### src/design/bfa_pkg.sv
package bfa_pkg;

   localparam int CMD_W    = 2;
   localparam int INDEX_W  = 10;
   localparam int COUNT_W  = 11;
   localparam int STATUS_W = 2;

   localparam logic [CMD_W-1:0] CMD_ALLOC = 2'd0;
   localparam logic [CMD_W-1:0] CMD_FREE  = 2'd1;
   localparam logic [CMD_W-1:0] CMD_INIT  = 2'd2;

   localparam logic [STATUS_W-1:0] STAT_OK    = 2'd0;
   localparam logic [STATUS_W-1:0] STAT_FULL  = 2'd1;
   localparam logic [STATUS_W-1:0] STAT_RANGE = 2'd2;

   localparam logic [COUNT_W-1:0] BITS_IN_USE_RESET = 11'd1024;

   typedef struct packed {
      logic [CMD_W-1:0]   cmd;
      logic [INDEX_W-1:0] bit_index;
      logic [COUNT_W-1:0] reserve_count;
   } req_type;

   typedef struct packed {
      logic [INDEX_W-1:0]  found_index;
      logic [STATUS_W-1:0] status;
   } rsp_type;

   typedef enum logic [2:0] {
      S_IDLE,
      S_SCAN,
      S_LOCATE,
      S_CLEAR,
      S_FILL
   } state_type;

endpackage

### src/design/bitmap_first_fit_allocator.sv
// First-fit bitmap allocator with one bit per unit, held in a single-port-write,
// registered-read map memory. A command is taken when start is high and busy is
// low; exactly one result follows, shown for one cycle with rsp_valid, and it
// cannot be held off. Alloc reads one map word per cycle until it finds the
// first free bit or reports full. Free steps through the words to reach the
// target. Init rewrites every word. Out-of-range frees, an alloc at a zero
// limit and unused command codes answer on the cycle after start. After reset
// the map is cleared by a fill pass over every word during which busy is high;
// csr writes are taken at any time.
module bitmap_first_fit_allocator #(
   parameter int WORD_BITS = 32,
   parameter int MAP_WORDS = 32
) (
   input  logic                              clock,
   input  logic                              reset,
   input  logic                              start,
   output logic                              busy,
   input  bfa_pkg::req_type                  req_data,
   output logic                              rsp_valid,
   output bfa_pkg::rsp_type                  rsp_data,
   input  logic                              csr_we,
   input  logic [bfa_pkg::COUNT_W-1:0]       csr_wdata
);

   localparam int AW         = (MAP_WORDS > 1) ? $clog2(MAP_WORDS) : 1;
   localparam int OFF_W      = $clog2(WORD_BITS);
   localparam int TOTAL_BITS = MAP_WORDS * WORD_BITS;

   localparam logic [bfa_pkg::COUNT_W-1:0] WORD_CNT  = bfa_pkg::COUNT_W'(WORD_BITS);
   localparam logic [bfa_pkg::INDEX_W-1:0] WORD_STEP = bfa_pkg::INDEX_W'(WORD_BITS);
   localparam logic [AW-1:0]               LAST_WORD = AW'(MAP_WORDS - 1);

   logic [WORD_BITS-1:0] map_mem [MAP_WORDS];
   logic [WORD_BITS-1:0] rd_data_ff;
   logic [AW-1:0]        rd_addr;
   logic                 wr_en;
   logic [AW-1:0]        wr_addr;
   logic [WORD_BITS-1:0] wr_data;

   bfa_pkg::state_type              state_ff, state_in;
   logic [AW-1:0]                   word_ff, word_in;
   logic [bfa_pkg::INDEX_W-1:0]     base_ff, base_in;
   logic [bfa_pkg::COUNT_W-1:0]     cnt_ff, cnt_in;
   logic                            quiet_ff, quiet_in;
   logic                            rsp_valid_ff, rsp_valid_in;
   bfa_pkg::rsp_type                rsp_ff, rsp_in;
   logic [bfa_pkg::COUNT_W-1:0]     csr_ff;

   logic [bfa_pkg::COUNT_W-1:0]     limit;
   logic [WORD_BITS-1:0]            fill;
   logic [WORD_BITS-1:0]            point;
   logic                            hit;
   logic [OFF_W-1:0]                hit_off;
   logic [WORD_BITS-1:0]            hit_mask;

   bfa_word_scan #(
      .WORD_BITS (WORD_BITS)
   ) u_scan (
      .map_word (rd_data_ff),
      .count    (cnt_ff),
      .fill     (fill),
      .point    (point),
      .hit      (hit),
      .hit_off  (hit_off),
      .hit_mask (hit_mask)
   );

   always_comb begin
      if (int'(csr_ff) < TOTAL_BITS) begin
         limit = csr_ff;
      end else begin
         limit = bfa_pkg::COUNT_W'(TOTAL_BITS);
      end
   end

   always_ff @(posedge clock) begin
      rd_data_ff <= map_mem[rd_addr];
      if (wr_en) begin
         map_mem[wr_addr] <= wr_data;
      end
   end

   always_ff @(posedge clock) begin
      if (reset) begin
         csr_ff <= bfa_pkg::BITS_IN_USE_RESET;
      end else if (csr_we) begin
         csr_ff <= csr_wdata;
      end
   end

   // reset starts a silent fill pass that clears the map
   always_ff @(posedge clock) begin
      if (reset) begin
         state_ff     <= bfa_pkg::S_FILL;
         word_ff      <= '0;
         base_ff      <= '0;
         cnt_ff       <= '0;
         quiet_ff     <= 1'b1;
         rsp_valid_ff <= 1'b0;
      end else begin
         state_ff     <= state_in;
         word_ff      <= word_in;
         base_ff      <= base_in;
         cnt_ff       <= cnt_in;
         quiet_ff     <= quiet_in;
         rsp_valid_ff <= rsp_valid_in;
      end
   end

   always_ff @(posedge clock) begin
      rsp_ff <= rsp_in;
   end

   always_comb begin
      state_in     = state_ff;
      word_in      = word_ff;
      base_in      = base_ff;
      cnt_in       = cnt_ff;
      quiet_in     = quiet_ff;
      rsp_valid_in = 1'b0;
      rsp_in       = '0;
      rsp_in.status = bfa_pkg::STAT_OK;
      rd_addr      = word_ff;
      wr_en        = 1'b0;
      wr_addr      = word_ff;
      wr_data      = rd_data_ff;
      unique case (state_ff)
         bfa_pkg::S_IDLE: begin
            rd_addr = '0;
            if (start) begin
               unique case (req_data.cmd)
                  bfa_pkg::CMD_ALLOC: begin
                     if (limit == '0) begin
                        rsp_valid_in  = 1'b1;
                        rsp_in.status = bfa_pkg::STAT_FULL;
                     end else begin
                        state_in = bfa_pkg::S_SCAN;
                        word_in  = '0;
                        base_in  = '0;
                        cnt_in   = limit;
                     end
                  end
                  bfa_pkg::CMD_FREE: begin
                     if ({1'b0, req_data.bit_index} >= limit) begin
                        rsp_valid_in  = 1'b1;
                        rsp_in.status = bfa_pkg::STAT_RANGE;
                     end else begin
                        state_in = bfa_pkg::S_LOCATE;
                        word_in  = '0;
                        cnt_in   = {1'b0, req_data.bit_index};
                     end
                  end
                  bfa_pkg::CMD_INIT: begin
                     state_in = bfa_pkg::S_FILL;
                     word_in  = '0;
                     cnt_in   = req_data.reserve_count;
                     quiet_in = 1'b0;
                  end
                  default: begin
                     rsp_valid_in = 1'b1;
                  end
               endcase
            end
         end
         bfa_pkg::S_SCAN: begin
            // next word is read ahead while this one is checked
            rd_addr = word_ff + AW'(1);
            if (hit) begin
               wr_en              = 1'b1;
               wr_data            = rd_data_ff | hit_mask;
               rsp_valid_in       = 1'b1;
               rsp_in.found_index = base_ff + bfa_pkg::INDEX_W'(hit_off);
               state_in           = bfa_pkg::S_IDLE;
            end else if (cnt_ff <= WORD_CNT) begin
               rsp_valid_in  = 1'b1;
               rsp_in.status = bfa_pkg::STAT_FULL;
               state_in      = bfa_pkg::S_IDLE;
            end else begin
               word_in = word_ff + AW'(1);
               base_in = base_ff + WORD_STEP;
               cnt_in  = cnt_ff - WORD_CNT;
            end
         end
         bfa_pkg::S_LOCATE: begin
            if (cnt_ff >= WORD_CNT) begin
               cnt_in  = cnt_ff - WORD_CNT;
               word_in = word_ff + AW'(1);
            end else begin
               state_in = bfa_pkg::S_CLEAR;
            end
         end
         bfa_pkg::S_CLEAR: begin
            wr_en        = 1'b1;
            wr_data      = rd_data_ff & ~point;
            rsp_valid_in = 1'b1;
            state_in     = bfa_pkg::S_IDLE;
         end
         bfa_pkg::S_FILL: begin
            wr_en   = 1'b1;
            wr_data = fill;
            if (cnt_ff > WORD_CNT) begin
               cnt_in = cnt_ff - WORD_CNT;
            end else begin
               cnt_in = '0;
            end
            if (word_ff == LAST_WORD) begin
               rsp_valid_in = !quiet_ff;
               quiet_in     = 1'b0;
               state_in     = bfa_pkg::S_IDLE;
            end else begin
               word_in = word_ff + AW'(1);
            end
         end
         default: begin
            state_in = bfa_pkg::S_IDLE;
         end
      endcase
   end

   assign busy      = (state_ff != bfa_pkg::S_IDLE);
   assign rsp_valid = rsp_valid_ff;
   assign rsp_data  = rsp_ff;

`ifndef NO_ASSERTIONS
   a_accept_progress: assert property (@(posedge clock) disable iff (reset)
      (start && !busy) |=> (busy || rsp_valid))
      else $error("accepted item neither started nor answered");

   a_full_index_zero: assert property (@(posedge clock) disable iff (reset)
      (rsp_valid && rsp_data.status == bfa_pkg::STAT_FULL) |-> (rsp_data.found_index == '0))
      else $error("full result carries a nonzero index");

   a_scan_count: assert property (@(posedge clock) disable iff (reset)
      (state_ff == bfa_pkg::S_SCAN) |-> (cnt_ff != '0))
      else $error("scan running with no bits left");

   a_clear_offset: assert property (@(posedge clock) disable iff (reset)
      (state_ff == bfa_pkg::S_CLEAR) |-> (cnt_ff < WORD_CNT && $onehot(point)))
      else $error("free offset outside the word");
`endif

endmodule

### src/design/bfa_word_scan.sv
module bfa_word_scan #(
   parameter int WORD_BITS = 32
) (
   input  logic [WORD_BITS-1:0]          map_word,
   input  logic [bfa_pkg::COUNT_W-1:0]   count,
   output logic [WORD_BITS-1:0]          fill,
   output logic [WORD_BITS-1:0]          point,
   output logic                          hit,
   output logic [$clog2(WORD_BITS)-1:0]  hit_off,
   output logic [WORD_BITS-1:0]          hit_mask
);

   localparam int OFF_W = $clog2(WORD_BITS);

   // offset order is byte lane kept, msb first within each byte
   always_comb begin
      int pos;
      pos      = 0;
      fill     = '0;
      point    = '0;
      hit      = 1'b0;
      hit_off  = '0;
      hit_mask = '0;
      for (int off = WORD_BITS - 1; off >= 0; off--) begin
         pos        = (off & ~7) | (7 - (off & 7));
         fill[pos]  = bfa_pkg::COUNT_W'(off) < count;
         point[pos] = bfa_pkg::COUNT_W'(off) == count;
         if (!map_word[pos] && (bfa_pkg::COUNT_W'(off) < count)) begin
            hit      = 1'b1;
            hit_off  = OFF_W'(off);
            hit_mask = WORD_BITS'(1) << pos;
         end
      end
   end

endmodule
### config.mk
export PLATFORM = sky130hd
export DESIGN_NAME = bitmap_first_fit_allocator
export DESIGN_NICKNAME = d
export VERILOG_FILES = /design/src/design/bfa_pkg.sv /design/src/design/bitmap_first_fit_allocator.sv /design/src/design/bfa_word_scan.sv
export SDC_FILE = /design/constraint.sdc
export NUM_CORES = 2
export LEC_CHECK = 0
export BUFFER_PORTS_ARGS = -buffer_cell sky130_fd_sc_hd__clkbuf_2
export CORE_UTILIZATION = 25
export CTS_CLUSTER_DIAMETER = 40
export DETAILED_ROUTE_END_ITERATION = 8
export GPL_ROUTABILITY_DRIVEN = 0
export HOLD_SLACK_MARGIN = 0.1
export PLACE_DENSITY = 0.38
export SLEW_MARGIN = 0
export SYNTH_ARGS = -nofsm -noshare
export SYNTH_HDL_FRONTEND = slang
export SYNTH_SLANG_ARGS = --single-unit
### constraint.sdc
create_clock -name clock -period 6.2 [get_ports clock]
set_clock_uncertainty 0.15 [all_clocks]
set_input_delay 0.62 -clock clock [delete_from_list [all_inputs] [get_ports clock]]
set_output_delay 0.62 -clock clock [all_outputs]
set_load 0.05 [all_outputs]
==> results.sh <==
export IMPL_port_buffer_count=51
export IMPL_ys_ff_latch=1105
export IMPL_synth_common_cells="nand2_1 (1117), edfxtp_1 (1024), nand3_1 (386), clkbuf_1 (240), a311oi_1 (197)"
export IMPL_setup_viol=0
export IMPL_intPower_mw=20.1
export IMPL_cts_clk_slew_worst_paths_ns=0.05
export IMPL_avgSynthCellArea_um2=11.9
export IMPL_dr_pass1_iters=5
export IMPL_path_class="reg -> reg"
export IMPL_path_max_fanout=32
export IMPL_synth_edf_count=1024
export IMPL_netlist_area_leader_share_pct=65.9
export IMPL_synth_ff_type="edfxtp_1"
export IMPL_syn_area_um2=46700
export IMPL_grt_pass1_vias=31900
export IMPL_finalMaxSlewViolations=0
export IMPL_grt_overflow=0
export IMPL_clockRootBuffer="clkbuf_16"
export IMPL_crit_arrival_ns=5.58
export IMPL_critical_path_cell_chain="inv_1 > ha_1 > nor4b_4 > a31oi_1 > nor4_2 > nand4bb_1 > buf_4 > o31ai_1 > nand2_1 > nand2_1 > buf_4 > nor2_4 > buf_4"
export IMPL_min_period_ns=5.27
export IMPL_grt_pass1_wl_um=230000
export IMPL_synth_cell_types=82
export IMPL_postCtsSetupBuffers=0
export IMPL_yosysMostFrequentCell="nand2_1"
export IMPL_critPathMaxStageDelay_ns=0.62
export IMPL_finish_utilization_pct=31.2
export IMPL_finalHoldViolations=0
export IMPL_ir_worst_vdd_v=0.000373
export IMPL_drt_antenna_violating_nets=0
export IMPL_required_ns=6.51
export IMPL_cap_viol_max_count=0
export IMPL_p_leak_nw=19.6
export IMPL_drtIter0Drc=2869
export IMPL_p_per_area_nw_per_um2=524
export IMPL_wl_um=158000
export IMPL_fin_ws_ns=0.929
export IMPL_clk_path_buf_depth=3
export IMPL_htreeDepth=4
export IMPL_routed_via_density=4.85
export IMPL_rows=158
export IMPL_crit_top_cell="buf_4"
export IMPL_start_util_pct=25.2
export IMPL_fmax_mhz=190
export IMPL_max_slew_margin_pct=13.6
export IMPL_coreArea_um2=185000
export IMPL_async_flop_share_pct=0
export IMPL_cts_resized=0
export IMPL_combPwrFrac_pct=25.2
export IMPL_hp_class="in -> reg"
export IMPL_critical_path_slowest_cell="ha_1"
export IMPL_io_pins=52
export IMPL_cts_tree="built"
export IMPL_pwr_share_clk_pct=36.8
export IMPL_clkLatencyLatePin_ns=0.81
export IMPL_rsz0062_at_grt="no"
export IMPL_final_layout_size_suffix_gt1_share_pct=14.9
export IMPL_tightest_slew_ns=1.28
export IMPL_cts_buffers=191
export IMPL_fin_crit_sh_pct=85.0
export IMPL_hpwlAfterDp_um=93700
export IMPL_grtUsageTotal_pct=16.5
export IMPL_drc_errors=0
export IMPL_start_kind="flop"
export IMPL_vias=32500
export IMPL_fp_dieH_um=434
export IMPL_die_w_um=434
export IMPL_wire_per_inst_um=23.5
export IMPL_cp_end_kind="flop"
export IMPL_status="completed"
export IMPL_grt_max_degree=101
export IMPL_finalNetCount=4108
export IMPL_grt_antenna_before_repair=10
export IMPL_yosys_top_cells_area="edfxtp_1 (66%), nand2_1 (9.0%), nand3_1 (4.1%), a311oi_1 (3.7%), dfxtp_1 (3.5%)"
export IMPL_synth_largest_area_cell="edfxtp_1"
export IMPL_mappedNetlistNets=3974
export IMPL_ys_seq_area_share_pct=69.4
export IMPL_ys_warn_count=0
export IMPL_dieArea_um2=188000
export IMPL_p_sw_share_pct=33.7
export IMPL_clock_sink_count=1105
export IMPL_setup_tns_final_ns=0
export IMPL_dpl_worst_slack_ns=0.971
export IMPL_seq_power_share_pct=38.0
export IMPL_power_switching_mw=10.2
export IMPL_syn_to_final_growth_pct=24.2
export IMPL_synthCells=3912
export IMPL_fill_cells=18800
power groups by stage:
stage	Clock [mW]	Combinational (mW)	Sequential, mW
detailed placement	0	7.72	11.7
CTS	11.4	7.74	11.5
finish	11.2	7.63	11.5
global route	11.7	8.26	11.6
floorplan	0	3.63	11.6
global placement	0	7.70	11.7
critical path: cells and delay by family (launching register included):
family	cells	cell delay, ns
AOI/OAI and AO/OA	2	0.67
adders and majority gates	1	0.62
and+or+nand+nor	6	2.23
buffers and inverters	4	0.86
DFF	1	0.35
per-stage QoR:
stage,power [mW],instances,hold WS [ns],cell area (µm²)
4_1_cts,30.7,6696,0.121,57900
2_1_floorplan,15.2,3912,0.287,46700
5_1_grt,31.6,6697,0.158,57900
3_5_place_dp,19.4,6321,0.326,50900
3_3_place_gp,19.4,6321,0.327,50900
6_report,30.3,6701,0.174,57900
path summary, 6_finish.rpt:
check | from | to | slack, ns | cells after the start
setup / recovery | cnt_ff[5] | map_mem[13][4] | 0.93 | 13
hold / removal | req_data[14] | cnt_ff[3] | 0.17 | 4
hold reg to reg | quiet_ff | quiet_ff | 0.33 | 2
setup reg to reg | cnt_ff[5] | map_mem[13][4] | 0.93 | 13
cell type report:
cell class | instances | area (µm²) | share of cell area, %
sequential | 1105 | 32400 | 55.9
multi-input combinational | 2503 | 13700 | 23.6
clock buffer | 215 | 4900 | 8.46
tap | 2480 | 3100 | 5.36
clock inverter | 148 | 2020 | 3.49
timing repair buffer | 219 | 1760 | 3.04
inverter | 26 | 97.6 | 0.168
antenna | 5 | 12.5 | 0.0216
cells by family (layout without fill, tap and decap cells):
family / after synthesis / count (layout) / share of synthesized area (%)
buf+inv: 304 / 608 / 2.47
simple gates: 1886 / 1886 / 17.8
xor+xnor: 3 / 3 / 0.0563
fa+ha+maj: 25 / 25 / 0.665
compound gates: 574 / 574 / 9.30
flops: 1105 / 1105 / 69.4
other cells: 0 / 5 / 0
mux: 15 / 15 / 0.322
layer usage:
metal	track usage [%]	up-vias	wire (µm)
li1	-	15000	-
met1	23.8	16400	75400
met2	25.7	861	71400
met3	2.48	238	7390
met4	4.54	0	3550
met5	0	-	0
flip-flops by register name (all words and copies together) (netlist names):
register / flops
base_ff: 5
state_ff: 3
quiet_ff: 1
rsp_valid: 1
word_ff: 5
map_mem: 1024
csr_ff: 11
rd_data_ff: 32
cnt_ff: 11
rsp_data: 12
placed cells by master (no fill, tap or decap), drive strengths merged, types with 9 or more instances in the layout:
| cell type | count |
|---|---|
| nand2 | 1117 |
| edfxtp | 1024 |
| nand3 | 388 |
| clkbuf | 266 |
| a311oi | 197 |
| buf | 156 |
| and3 | 134 |
| nor2 | 116 |
| dfxtp | 81 |
| a21oi | 80 |
| clkinv | 76 |
| o21ai | 59 |
| o31ai | 41 |
| inv | 41 |
| o311ai | 39 |
| bufinv | 35 |
| a31oi | 35 |
| nor3 | 27 |
| ha | 24 |
| clkinvlp | 22 |
| and2 | 20 |
| mux2i | 15 |
| nand2b | 14 |
| o22ai | 13 |
| o211ai | 13 |
| nand4 | 12 |
| dlygate4sd3 | 12 |
| nor4 | 12 |
| a22oi | 11 |
| a21o | 9 |
what timing repair did:
item                                   4_1_cts  5_1_grt
setup endpoints to repair                    0        0
hold buffers                                12        0
endpoints found under the hold margin       13        0
Note: power is estimated with default switching activity, not from simulation.
